`src/design/relk_pkg.sv`:
```
// shared types, sizes and helpers for the ring entry offset lookup core
// no dependencies; imported by the core, its port checker and the testbench
package relk_pkg;

  localparam int RING_SLOTS = 16;
  localparam int SLOT_W     = $clog2(RING_SLOTS);
  localparam int CNT_W      = $clog2(RING_SLOTS + 1);

  localparam int HANDLE_W = 32;
  localparam int LEN_W    = 16;
  localparam int POS_W    = 20;
  localparam int HSLOT_W  = 4;

  // packed stream widths, padded to whole bytes
  localparam int IN_DATA_RAW_W  = HANDLE_W + LEN_W + POS_W;
  localparam int IN_DATA_W      = ((IN_DATA_RAW_W + 7) / 8) * 8;
  localparam int OUT_DATA_RAW_W = 1 + HANDLE_W + HSLOT_W + LEN_W + 1;
  localparam int OUT_DATA_W     = ((OUT_DATA_RAW_W + 7) / 8) * 8;

  typedef logic [SLOT_W-1:0]   slot_t;
  typedef logic [CNT_W-1:0]    cnt_t;
  typedef logic [HANDLE_W-1:0] handle_t;
  typedef logic [LEN_W-1:0]    len_t;
  typedef logic [POS_W-1:0]    pos_t;

  typedef enum logic {
    MODE_ADD  = 1'b0,
    MODE_FIND = 1'b1
  } mode_t;

  typedef enum logic [1:0] {
    ST_IDLE,
    ST_READ,
    ST_CMP,
    ST_DONE
  } state_t;

  typedef struct packed {
    logic    evicted_oldest;
    len_t    offset_in_entry;
    logic [HSLOT_W-1:0] hit_slot;
    handle_t hit_handle;
    logic    found;
  } result_t;

  function automatic slot_t next_slot(slot_t s);
    slot_t r;
    if (s == SLOT_W'(RING_SLOTS - 1)) begin
      r = '0;
    end else begin
      r = s + SLOT_W'(1);
    end
    return r;
  endfunction

  // low bits of a slot index as reported on the result
  function automatic logic [HSLOT_W-1:0] slot_field(slot_t s);
    logic [31:0] w;
    w = 32'(s);
    return w[HSLOT_W-1:0];
  endfunction

endpackage

```
`src/design/ring_entry_offset_lookup_core.sv`:
```
// ring entry offset lookup: a ring of (handle, length) entries with an add
// operation that overwrites the oldest and a find walking byte offsets
// depends on relk_pkg
//
//  channel | signals                          | content
//  --------+----------------------------------+-------------------------------
//  input   | in_tvalid in_tready in_tdata     | tuser: mode; tdata: handle,
//          | in_tuser                         | length, byte position
//  output  | out_tvalid out_tready out_tdata  | found, hit handle, hit slot,
//          |                                  | offset in entry, evicted flag
//
// an add transaction goes from accept through ST_DONE into the output register
// a find walks the stored entries oldest first through the entry memory read
// port (address in ST_READ, then registered data in ST_CMP), up to RING_SLOTS
// one transaction at a time; in_tready is low from accept until the result
// is loaded into the output register, which holds while out_tready is low
// rst_n clears indexes, full flag and control; entry memory is not cleared
module ring_entry_offset_lookup_core (
  input  logic                            clk,
  input  logic                            rst_n,
  input  logic                            in_tvalid,
  output logic                            in_tready,
  // [31:0] entry_handle, [47:32] entry_length, [67:48] byte_position, pad
  input  logic [relk_pkg::IN_DATA_W-1:0]  in_tdata,
  // [0] mode
  input  logic                            in_tuser,
  output logic                            out_tvalid,
  input  logic                            out_tready,
  // [0] found, [32:1] hit_handle, [36:33] hit_slot, [52:37] offset_in_entry,
  // [53] evicted_oldest, pad
  output logic [relk_pkg::OUT_DATA_W-1:0] out_tdata
);
  import relk_pkg::*;

  state_t  state_r, state_nxt;
  slot_t   wr_idx_r, wr_idx_nxt;
  slot_t   rd_idx_r, rd_idx_nxt;
  logic    full_r, full_nxt;
  slot_t   walk_idx_r, walk_idx_nxt;
  cnt_t    walk_cnt_r, walk_cnt_nxt;
  pos_t    pos_r, pos_nxt;
  result_t res_r, res_nxt;
  result_t out_res_r, out_res_nxt;
  logic    out_valid_r, out_valid_nxt;

  handle_t mem_handle [RING_SLOTS];
  len_t    mem_len    [RING_SLOTS];
  handle_t rd_handle_r;
  len_t    rd_len_r;

  handle_t in_handle;
  len_t    in_len;
  pos_t    in_pos;
  mode_t   in_mode;
  logic    in_acc;
  logic    add_acc;
  logic    out_free;
  cnt_t    used_cnt;
  slot_t   add_rd_idx;
  slot_t   add_wr_idx;
  logic    hit;

  assign in_handle = in_tdata[HANDLE_W-1:0];
  assign in_len    = in_tdata[HANDLE_W+LEN_W-1:HANDLE_W];
  assign in_pos    = in_tdata[HANDLE_W+LEN_W+POS_W-1:HANDLE_W+LEN_W];
  assign in_mode   = mode_t'(in_tuser);

  assign in_tready = (state_r == ST_IDLE);
  assign in_acc    = in_tvalid && in_tready;
  assign add_acc   = in_acc && (in_mode == MODE_ADD);
  assign out_free  = !out_valid_r || out_tready;

  // entries currently held, oldest at rd_idx_r
  always_comb begin
    if (full_r) begin
      used_cnt = CNT_W'(RING_SLOTS);
    end else if (wr_idx_r >= rd_idx_r) begin
      used_cnt = CNT_W'(wr_idx_r - rd_idx_r);
    end else begin
      used_cnt = CNT_W'(CNT_W'(wr_idx_r) + CNT_W'(RING_SLOTS) - CNT_W'(rd_idx_r));
    end
  end

  assign add_rd_idx = full_r ? next_slot(rd_idx_r) : rd_idx_r;
  assign add_wr_idx = next_slot(wr_idx_r);
  assign hit        = (pos_r < POS_W'(rd_len_r));

  // entry memory: one write port, one registered read port
  always_ff @(posedge clk) begin
    if (add_acc) begin
      mem_handle[wr_idx_r] <= in_handle;
      mem_len[wr_idx_r]    <= in_len;
    end
    rd_handle_r <= mem_handle[walk_idx_r];
    rd_len_r    <= mem_len[walk_idx_r];
  end

  // next state
  always_comb begin
    state_nxt = state_r;
    case (state_r)
      ST_IDLE: begin
        if (in_acc) begin
          if (in_mode == MODE_FIND && used_cnt != '0) begin
            state_nxt = ST_READ;
          end else begin
            state_nxt = ST_DONE;
          end
        end
      end
      ST_READ: begin
        state_nxt = ST_CMP;
      end
      ST_CMP: begin
        if (hit || walk_cnt_r == CNT_W'(1)) begin
          state_nxt = ST_DONE;
        end else begin
          state_nxt = ST_READ;
        end
      end
      ST_DONE: begin
        if (out_free) begin
          state_nxt = ST_IDLE;
        end
      end
      default: begin
        state_nxt = ST_IDLE;
      end
    endcase
  end

  // datapath and ring bookkeeping
  always_comb begin
    wr_idx_nxt    = wr_idx_r;
    rd_idx_nxt    = rd_idx_r;
    full_nxt      = full_r;
    walk_idx_nxt  = walk_idx_r;
    walk_cnt_nxt  = walk_cnt_r;
    pos_nxt       = pos_r;
    res_nxt       = res_r;
    out_res_nxt   = out_res_r;
    out_valid_nxt = out_valid_r;
    if (out_valid_r && out_tready) begin
      out_valid_nxt = 1'b0;
    end
    case (state_r)
      ST_IDLE: begin
        if (in_acc) begin
          res_nxt = '0;
          if (in_mode == MODE_ADD) begin
            res_nxt.hit_slot       = slot_field(wr_idx_r);
            res_nxt.evicted_oldest = full_r;
            rd_idx_nxt             = add_rd_idx;
            wr_idx_nxt             = add_wr_idx;
            full_nxt               = full_r || (add_wr_idx == add_rd_idx);
          end else begin
            walk_idx_nxt = rd_idx_r;
            walk_cnt_nxt = used_cnt;
            pos_nxt      = in_pos;
          end
        end
      end
      ST_CMP: begin
        if (hit) begin
          res_nxt.found           = 1'b1;
          res_nxt.hit_handle      = rd_handle_r;
          res_nxt.hit_slot        = slot_field(walk_idx_r);
          res_nxt.offset_in_entry = pos_r[LEN_W-1:0];
        end else begin
          pos_nxt      = pos_r - POS_W'(rd_len_r);
          walk_idx_nxt = next_slot(walk_idx_r);
          walk_cnt_nxt = walk_cnt_r - CNT_W'(1);
        end
      end
      ST_DONE: begin
        if (out_free) begin
          out_res_nxt   = res_r;
          out_valid_nxt = 1'b1;
        end
      end
      default: begin
      end
    endcase
  end

  always_ff @(posedge clk) begin
    if (!rst_n) begin
      state_r     <= ST_IDLE;
      wr_idx_r    <= '0;
      rd_idx_r    <= '0;
      full_r      <= 1'b0;
      out_valid_r <= 1'b0;
    end else begin
      state_r     <= state_nxt;
      wr_idx_r    <= wr_idx_nxt;
      rd_idx_r    <= rd_idx_nxt;
      full_r      <= full_nxt;
      out_valid_r <= out_valid_nxt;
    end
  end

  always_ff @(posedge clk) begin
    walk_idx_r <= walk_idx_nxt;
    walk_cnt_r <= walk_cnt_nxt;
    pos_r      <= pos_nxt;
    res_r      <= res_nxt;
    out_res_r  <= out_res_nxt;
  end

  assign out_tvalid = out_valid_r;
  assign out_tdata  = OUT_DATA_W'(out_res_r);

endmodule

```
`config.mk`:
```
export PLATFORM = sky130hd
export DESIGN_NAME = ring_entry_offset_lookup_core
export DESIGN_NICKNAME = d
export VERILOG_FILES = /design/src/design/relk_pkg.sv /design/src/design/ring_entry_offset_lookup_core.sv
export SDC_FILE = /design/constraint.sdc
export NUM_CORES = 1
export LEC_CHECK = 0
export BUFFER_PORTS_ARGS = -buffer_cell sky130_fd_sc_hd__clkbuf_2
export CORE_MARGIN = 2
export CORE_UTILIZATION = 60
export CTS_BUF_LIST = sky130_fd_sc_hd__clkbuf_4 sky130_fd_sc_hd__clkbuf_8
export DETAILED_ROUTE_END_ITERATION = 7
export HOLD_SLACK_MARGIN = 0.15
export PLACE_DENSITY = 0.75
export REMOVE_ABC_BUFFERS = 1
export SLEW_MARGIN = 20
export SYNTH_ARGS = -nofsm -noshare
export SYNTH_HDL_FRONTEND = slang
export SYNTH_SLANG_ARGS = --single-unit
```
`constraint.sdc`:
```
create_clock -name clk -period 7.5 [get_ports clk]
set_input_delay 1.125 -clock clk [delete_from_list [all_inputs] [get_ports clk]]
set_output_delay 1.125 -clock clk [all_outputs]
set_load 0.01 [all_outputs]
```
==> impl_metrics.csv, run 1 <==
group,metric,value,unit
clock_tree,clk_path_buf_depth,3,
synthesis,synth_top_area_cell,"edfxtp_1",
synthesis,yosys.area_share.xor_xnor,0.685,%
synthesis,netlist_area,37100,um^2
placed_design,place_congestion,0.847,
floorplanning,rows,91,
run_status,status,"complete, no violations",
floorplanning,fp.dieArea,63800,um^2
clock_tree,cts_tree,"yes",
placed_design,post-place-ws,3.71,ns
routing,via_count,19100,
floorplanning,die_y,253,um
layout,final_layout_size_suffix_gt1_share,24.2,%
synthesis,async_flop_share,0,%
clock_tree,numCtsBuffers,150,
critical_path,endpoint_kind,"register",
synthesis,synth.top_cells.by_count,"edfxtp_1 (905), mux2i_1 (148), o21ai_0 (118)",
clock_tree,numClockSinks,965,
grt,grt_pass1_vias,19600,
synthesis,synth_top_family_by_area,"multiplexers",
synthesis,ys_seq_area_share,76.5,%
timing,setup_viol,0,
clock_tree,cts_root_buf,"clkbuf_8",
grt,grt_overflow_total,0,
synthesis,synth_area_leaders,"edfxtp_1 (73%), mux4_2 (5.8%), mux2i_1 (4.0%), dfxtp_1 (3.2%), o21ai_0 (1.6%)",
routing,postRouteAntennaNets,0,
critical_path,cp-start-kind,"register",
clock_tree,cts_setup_buffers,0,
floorplanning,initial_core_util,60.4,%
timing,finalClockSkew,0.0323,ns
timing,period_minus_slack,3.56,ns
floorplanning,core,61400,um^2
synthesis,ys_ff_latch,965,
grt,grt_pass1_wl,115000,um
timing,final_max_slew_viol_count,0,
timing,final_hold_viol_count,0,
power,peakVddDrop,173,uV
critical_path,crit_fanout,62,
placed_design,dp_cells,2878,
power,swShare,26.1,%
routing,drt_iter0_drc,1944,
synthesis,syn_inst,2034,
synthesis,synth_edf_count,905,
clock_tree,hold_buffers,0,
synthesis,synth_fa_ha_area_share,1.05,%
timing,layout_setup_ws,3.94,ns
layout,fin_cells,3155,
timing,relSlewSlack,29.8,%
synthesis,synthSimpleGateAreaFrac,2.90,%
critical_path,crit_type,"reg2reg",
timing,fin_crit_sh,47.4,%
power,p_leak,14.3,nW
synthesis,synth_top_cell_area_share,73.3,%
grt,track_usage,24.4,%
clock_tree,cts_max_level,4,
placed_design,dp_hpwl,37900,um
worst_hold_path,min_path_type,"reg2reg",
critical_path,cp.required,8.16,ns
synthesis,synth_cell_type_count,57,
layout,nNetsFinal,2347,
synthesis,synthFlopType,"edfxtp_1",
timing,rsz0062_at_grt,"false",
layout,stdcell_area,41800,um^2
routing,post_drt_wl_per_cell,24.2,um
flow_run,drv_cap,0,
floorplanning,ioPinCount,135,
critical_path,arrival,4.22,ns
synthesis,avgSynthCellArea,18.2,um^2
clock_tree,clkTransAtPathRegs,0.06,ns
routing,drt-vias-per-instance,6.05,
timing,fmax,281,MHz
layout,area_delta_synth_final,12.7,%
synthesis,yosysMostFrequentCell,"edfxtp_1",
routing,drt_pass1_iterations,6,
timing,hold_ws,0.405,ns
routing,drcViolationCount,0,
synthesis,synth_compound_area_share,5.94,%
grt,antenna_found_initial,4,
synthesis,yosysWarningCount,0,
clock_tree,cts.repair.resized,0,
placed_design,placed_area,38700,um^2
power,power_frac_comb,15.9,%
grt,grt_start_max_net_pins,133,
synthesis,muxShareOfSynthArea,11.3,%
clock_tree,clk_latency,0.82,ns
power,clock_power_share,34.7,%
power,power.switching,3.34,mW
layout,final_util,68.1,%
routing,drt_wl_total,76200,um
timing,tightest_slew,1.05,ns
power,power.sequential.fraction,49.4,%
floorplanning,die_w,253,um
power,p_int,9.45,mW
power,powerDensity,306,nW/um^2
placed_design,portBuffers,128,
-- cells in the final DEF, fill, tap and decap left out, types with 17 or more instances in the layout --
cell	instances
clkbuf_4	59
mux2_2	31
ha_1	28
clkinv_1	17
o21ai_1	21
mux4_2	96
mux2i_1	148
xnor2_1	20
a22oi_1	48
dfxtp_1	60
and2_1	49
buf_4	27
inv_1	34
edfxtp_1	905
clkbuf_8	170
a21oi_1	69
o21ai_0	117
a221oi_1	48
nand2_1	102
mux2_1	18
clkbuf_2	128
-- state kept, by name (all words and copies together) (netlist names) --
| signal | cells |
|---|---|
| state_r | 2 |
| mem_len | 256 |
| pos_r | 20 |
| full_r | 1 |
| mem_handle | 512 |
| walk_idx_r | 4 |
| rd_len_r | 16 |
| out_tvalid | 1 |
| res_r | 54 |
| wr_idx_r | 4 |
| out_tdata | 54 |
| rd_idx_r | 4 |
| rd_handle_r | 32 |
| walk_cnt_r | 5 |
-- power groups by stage --
stage / Clock (mW) / Combinational, mW / Sequential [mW]
after global routing: 4.74 / 2.24 / 6.33
after detailed placement: 0 / 2.03 / 6.42
after global placement: 0 / 1.96 / 6.42
after floorplan: 0 / 1.56 / 6.58
final: 4.44 / 2.04 / 6.31
after CTS: 4.52 / 2.04 / 6.31
-- critical path, stage by stage, from the launching register on --
cell	delay [ns]
edfxtp_1	0.33
buf_4	0.70
inv_1	0.20
nor2_4	0.69
buf_4	0.83
a221oi_1	0.28
a22oi_1	0.22
nand2_1	0.14
-- metal layers --
metal	routed length (um)	share of wire, %	track usage (%)
met2	38100	50	40.0
met1	31300	41	32.9
met4	1570	2.1	8.33
met3	5300	6.9	5.24
met5	25	0.033	0
-- layout make-up --
type,instances,area (um^2)
antenna,2,5.00
clock buffer,229,2780
clock inverter,46,333
fill,3855,19600
inverter,35,131
multi-input combinational,929,8270
sequential,965,28400
tap,790,988
timing repair buffer,159,918
-- metrics by stage --
| step | power [mW] | setup TNS (ns) |
|---|---|---|
| 6_report | 12.8 | 0 |
| 5_1_grt | 13.3 | 0 |
| 4_1_cts | 12.9 | 0 |
| 3_5_place_dp | 8.46 | 0 |
| 3_3_place_gp | 8.38 | 0 |
| 2_1_floorplan | 8.15 | -168.97 |
-- cells by family after synthesis --
| family | Yosys count |
|---|---|
| AOI/OAI and AO/OA | 350 |
| xor gates and xnor gates | 29 |
| adders and majority gates | 30 |
| buffers and inverters | 141 |
| DFF | 965 |
| muxes | 293 |
| other | 1 |
| and+or+nand+nor | 225 |
-- worst paths after layout --
kind                                  end               startpoint  depth (start not counted)  slack [ns]
setup / recovery     rd_len_r[13]$_DFF_P_  walk_idx_r[2]$_DFFE_PP_                          7        3.94
hold / removal    out_tdata[13]$_DFFE_PP_  res_r[13]$_SDFFCE_PN0P_                          0        0.41
setup reg to reg     rd_len_r[13]$_DFF_P_  walk_idx_r[2]$_DFFE_PP_                          7        3.94
hold reg to reg   out_tdata[13]$_DFFE_PP_  res_r[13]$_SDFFCE_PN0P_                          0        0.41
Power figures use the tool's default switching activity.
==> inputs of run 2 (changes only) <==
- clock period: 7.5 -> 3.41 ns (I/O delays scaled with it)
==> run 2 against run 1 <==
Against the previous run:
- power up 120%
- cell count grew 3.2%
- flip-flop and latch count is the same
- first-iteration DRC count down 0.87%
- highest routed layer unchanged
- worst setup slack worse by 3.5 ns
- final area increased by 3.1%
- via count grew 4.1%
- sequential share of layout area is 2.1 points lower
- clock skew increased by 0.011 ns
- sequential power increased by 120%
- largest cell class unchanged
==> impl_metrics.csv, run 2 (same netlist as run 1, synthesis figures left out) <==
group,metric,value,unit
clock_tree,cts_max_level,4,
routing,drt_iter0_drc,1927,
layout,layout_common_cells,"edfxtp_1 (905), clkbuf_8 (173), mux2i_1 (148)",
routing,postRouteAntennaNets,0,
timing,fmax,340,MHz
clock_tree,cts_root_buf,"clkbuf_8",
power,powerDensity,657,nW/um^2
grt,grt_start_max_net_pins,77,
timing,rsz0062_at_grt,"false",
grt,grt_overflow_total,0,
clock_tree,cts_tree,"yes",
clock_tree,clkTransAtPathRegs,0.06,ns
grt,grt_pass1_wl,119000,um
layout,top_register,"mem_handle",
critical_path,cp-start-kind,"register",
routing,drcViolationCount,0,
layout,final_layout_size_suffix_gt1_share,24.5,%
power,p_leak,14.8,nW
clock_tree,clk_latency,0.81,ns
placed_design,portBuffers,128,
layout,stdcell_area,43100,um^2
placed_design,place_congestion,0.857,
floorplanning,die_y,253,um
timing,fin_setup_tns,0,ns
layout,final_common_cell,"edfxtp_1",
clock_tree,numCtsBuffers,149,
layout,nNetsFinal,2450,
power,peakVddDrop,424,uV
timing,final_hold_viol_count,0,
routing,drt-vias-per-instance,6.10,
layout,area_delta_synth_final,16.3,%
floorplanning,fp.dieArea,63800,um^2
layout,fillers,3702,
floorplanning,die_w,253,um
critical_path,critical_path.cell_chain,"inv_1 > ha_1 > fa_1 > nor2b_1 > o2111ai_1 > a21oi_1 > o21ai_1 > nand3_1 > a22o_1 > buf_4",
critical_path,crit_buf_inv,2,
critical_path,cp_top_family,"compound AO/OA/AOI/OAI gates",
clock_tree,cts.repair.resized,0,
layout,fin_cells,3256,
critical_path,endpoint_kind,"register",
placed_design,placed_area,39300,um^2
routing,drt_wl_total,79600,um
layout,largest_register_ffs,512,
routing,drt_pass1_iterations,5,
timing,layout_setup_ws,0.473,ns
routing,via_count,19900,
timing,period_minus_slack,2.94,ns
timing,tightest_slew,0.782,ns
floorplanning,core,61400,um^2
clock_tree,numClockSinks,965,
critical_path,slowest_stage,"fa_1",
timing,fin_crit_sh,86.1,%
timing,hold_ws,0.397,ns
timing,finalClockSkew,0.0429,ns
clock_tree,clk_path_buf_depth,3,
placed_design,post-place-ws,0.485,ns
placed_design,dp_hpwl,43000,um
power,finalPower,28.3,mW
run_status,status,"complete, no violations",
grt,track_usage,25.4,%
timing,final_max_slew_viol_count,0,
floorplanning,initial_core_util,60.4,%
timing,relSlewSlack,47.9,%
floorplanning,ioPinCount,135,
worst_hold_path,min_path_type,"reg2reg",
timing,setup_viol,0,
critical_path,rrSetupSlack,0.47,ns
grt,grt_pass1_vias,20100,
routing,post_drt_wl_per_cell,24.4,um
critical_path,crit_fanout,29,
flow_run,drv_cap,0,
critical_path,crit_type,"reg2reg",
floorplanning,rows,91,
placed_design,dp_cells,2908,
layout,top_regs,"mem_handle x512, mem_len x256",
grt,antenna_found_initial,2,
layout,final_util,70.3,%
critical_path,crit_path_max_incr_delay,0.42,ns
critical_path,arrival,3.37,ns
critical_path,cp.required,3.84,ns
run 2: worst register-to-register path, delay by kind of cell (launching register included):
kind	cells	cell delay (ns)
AOI/OAI and AO/OA	4	0.77
adders and majority gates	2	0.65
buffers and inverters	2	0.43
and+or+nand+nor	2	0.40
DFF	1	0.32
run 2: per-layer routing:
metal,GRT usage [%],vias to the layer above,share of wire (%)
li1,-,8747,-
met5,0,-,0.015
met2,40.8,919,49
met4,8.96,2,2.1
met1,35.3,10100,41
met3,5.01,133,8.3
run 2: area by class of cell:
type / instances / area [um^2] / area share (%)
Inverter: 35 / 131 / 0.305
Timing Repair Buffer: 263 / 2260 / 5.24
Clock inverter: 28 / 181 / 0.421
Clock buffer: 243 / 2910 / 6.74
Multi-Input combinational cell: 929 / 8270 / 19.2
Tap cell: 790 / 988 / 2.29
Sequential cell: 965 / 28400 / 65.8
Antenna cell: 3 / 7.51 / 0.0174
run 2: power breakdown:
group / total [mW] / switching, mW / leakage, nW / internal [mW]
Sequential: 13.9 / 0.231 / 8.71 / 13.7
Combinational: 4.72 / 2.80 / 4.47 / 1.92
Clock: 9.71 / 4.25 / 1.64 / 5.46
Total: 28.3 / 7.28 / 14.8 / 21.0
run 2: path summary, 6_finish.rpt:
check,start,end,cells past startpoint
max,pos_r[0]$_DFFE_PP_,pos_r[7]$_DFFE_PP_,10
min,res_r[2]$_SDFFCE_PN0P_,out_tdata[2]$_DFFE_PP_,0
max reg2reg,pos_r[0]$_DFFE_PP_,pos_r[7]$_DFFE_PP_,10
min reg2reg,res_r[2]$_SDFFCE_PN0P_,out_tdata[2]$_DFFE_PP_,0
run 2: repair_timing:
item / 4_1_cts / 5_1_grt
endpoints found under the hold margin: 797 / 0
buffers inserted: 0 / 0
hold buffers: 73 / 0
endpoints found under the setup margin: 0 / 0
==> inputs of run 3 (changes only) <==
- CTS_BUF_LIST: sky130_fd_sc_hd__clkbuf_4 sky130_fd_sc_hd__clkbuf_8 -> sky130_fd_sc_hd__clkbuf_8
==> run 3 against run 2 <==
Against the previous run:
- final area down 0.62%
- sequential share of layout area up 0.41 points
- routed wire length about the same
- utilization down 0.43 points
- register-to-register slack about the same
- combinational power about the same
- die area unchanged
- largest cell class unchanged
==> impl_metrics.csv, run 3 (same netlist as run 1, synthesis figures left out) <==
group,metric,value,unit
run_status,status,"complete, no violations",
grt,grt_pass1_wl,119000,um
timing,hold_ws,0.393,ns
routing,post_drt_wl_per_cell,24.5,um
timing,setup_viol,0,
grt,grt_overflow_total,0,
routing,drt_pass1_iterations,5,
floorplanning,fp.dieArea,63800,um^2
clock_tree,cts_tree,"yes",
flow_run,drv_cap,0,
placed_design,place_congestion,0.857,
layout,final_util,69.8,%
clock_tree,clkTransAtPathRegs,0.06,ns
critical_path,crit_type,"reg2reg",
timing,fmax,341,MHz
timing,relSlewSlack,48.0,%
layout,fillers,3718,
critical_path,crit_buf_inv,2,
floorplanning,core,61400,um^2
timing,fin_crit_sh,86.1,%
clock_tree,numClockSinks,965,
routing,via_count,19800,
critical_path,cp.required,3.84,ns
layout,area_delta_synth_final,15.6,%
clock_tree,cts_root_buf,"clkbuf_8",
routing,drt_iter0_drc,2042,
floorplanning,rows,91,
routing,drt-vias-per-instance,6.07,
critical_path,endpoint_kind,"register",
layout,top_regs,"mem_handle x512, mem_len x256",
routing,drcViolationCount,0,
critical_path,cp_top_family,"compound AO/OA/AOI/OAI gates",
critical_path,slowest_stage,"fa_1",
critical_path,critical_path.cell_chain,"inv_1 > ha_1 > fa_1 > nor2b_1 > o2111ai_1 > a21oi_1 > o21ai_1 > nand3_1 > a22o_1 > buf_4",
routing,drt_wl_total,79600,um
floorplanning,die_y,253,um
layout,stdcell_area,42900,um^2
clock_tree,numCtsBuffers,149,
placed_design,portBuffers,128,
clock_tree,clk_path_buf_depth,3,
power,p_leak,14.9,nW
clock_tree,cts_max_level,4,
floorplanning,die_w,253,um
grt,track_usage,25.4,%
floorplanning,ioPinCount,135,
critical_path,crit_fanout,29,
routing,postRouteAntennaNets,0,
critical_path,arrival,3.36,ns
power,peakVddDrop,418,uV
layout,layout_common_cells,"edfxtp_1 (905), clkbuf_8 (173), mux2i_1 (148)",
layout,nNetsFinal,2450,
timing,final_max_slew_viol_count,0,
floorplanning,initial_core_util,60.4,%
layout,final_common_cell,"edfxtp_1",
grt,grt_start_max_net_pins,77,
placed_design,dp_hpwl,43000,um
timing,final_hold_viol_count,0,
worst_hold_path,min_path_type,"reg2reg",
timing,tightest_slew,0.780,ns
timing,period_minus_slack,2.93,ns
critical_path,crit_path_max_incr_delay,0.42,ns
layout,largest_register_ffs,512,
grt,antenna_found_initial,2,
placed_design,placed_area,39300,um^2
timing,rsz0062_at_grt,"false",
layout,final_layout_size_suffix_gt1_share,21.7,%
power,powerDensity,643,nW/um^2
layout,top_register,"mem_handle",
timing,fin_setup_tns,0,ns
critical_path,cp-start-kind,"register",
grt,grt_pass1_vias,20000,
timing,finalClockSkew,0.0446,ns
clock_tree,clk_latency,0.80,ns
==> run 3: per-layer routing <==
| metal | track usage, % | up-vias | routed length, um |
|---|---|---|---|
| li1 | - | 8736 | - |
| met1 | 35.4 | 10000 | 32400 |
| met2 | 40.6 | 873 | 38800 |
| met3 | 5.05 | 139 | 6650 |
| met4 | 8.66 | 2 | 1750 |
| met5 | 0 | - | 15 |
==> run 3: final timing paths <==
path | end | startpoint | cells after the start | slack (ns)
setup reg to reg | pos_r[7]$_DFFE_PP_ | pos_r[0]$_DFFE_PP_ | 10 | 0.48
setup / recovery | pos_r[7]$_DFFE_PP_ | pos_r[0]$_DFFE_PP_ | 10 | 0.48
hold reg to reg | out_tdata[2]$_DFFE_PP_ | res_r[2]$_SDFFCE_PN0P_ | 0 | 0.39
hold / removal | out_tdata[2]$_DFFE_PP_ | res_r[2]$_SDFFCE_PN0P_ | 0 | 0.39
==> run 3: layout make-up <==
class                      count  area (um^2)  share of cell area (%)
sequential                   965        28400                    66.2
multi-input combinational    929         8270                    19.3
clock buffer                 173         2380                    5.56
timing repair buffer         263         2260                    5.27
tap                          790          988                    2.31
clock inverter                98          444                    1.04
inverter                      35          131                   0.307
antenna                        2         5.00                  0.0117
==> run 3: worst reg2reg max path, stage by stage (launching register included) <==
cell,delay [ns]
edfxtp_1,0.32
inv_1,0.06
ha_1,0.23
fa_1,0.42
nor2b_1,0.18
o2111ai_1,0.16
a21oi_1,0.28
o21ai_1,0.16
nand3_1,0.22
a22o_1,0.16
buf_4,0.38
==> run 3: power by group <==
part / switching (mW) / total, mW / internal, mW / leakage, nW
combinational: 2.80 / 4.72 / 1.92 / 4.47
clock: 4.27 / 8.96 / 4.69 / 1.69
sequential: 0.229 / 13.9 / 13.7 / 8.71
==> run 3: timing repair <==
| action | CTS | global route |
|---|---|---|
| hold endpoints to repair | 792 | 0 |
| hold buffers | 73 | 0 |
| resized for setup | 0 | 0 |
| endpoints found under the setup margin | 0 | 0 |
| buffers inserted | 0 | 0 |
==> run 3: metrics by stage <==
step	total power, mW	cells	setup WS [ns]
final	27.6	3255	0.475
after global routing	28.7	3254	0.311
after CTS	27.7	3252	0.465
after detailed placement	18.7	2908	0.485
after global placement	18.6	2908	0.533
after floorplan	17.7	1929	-7.80
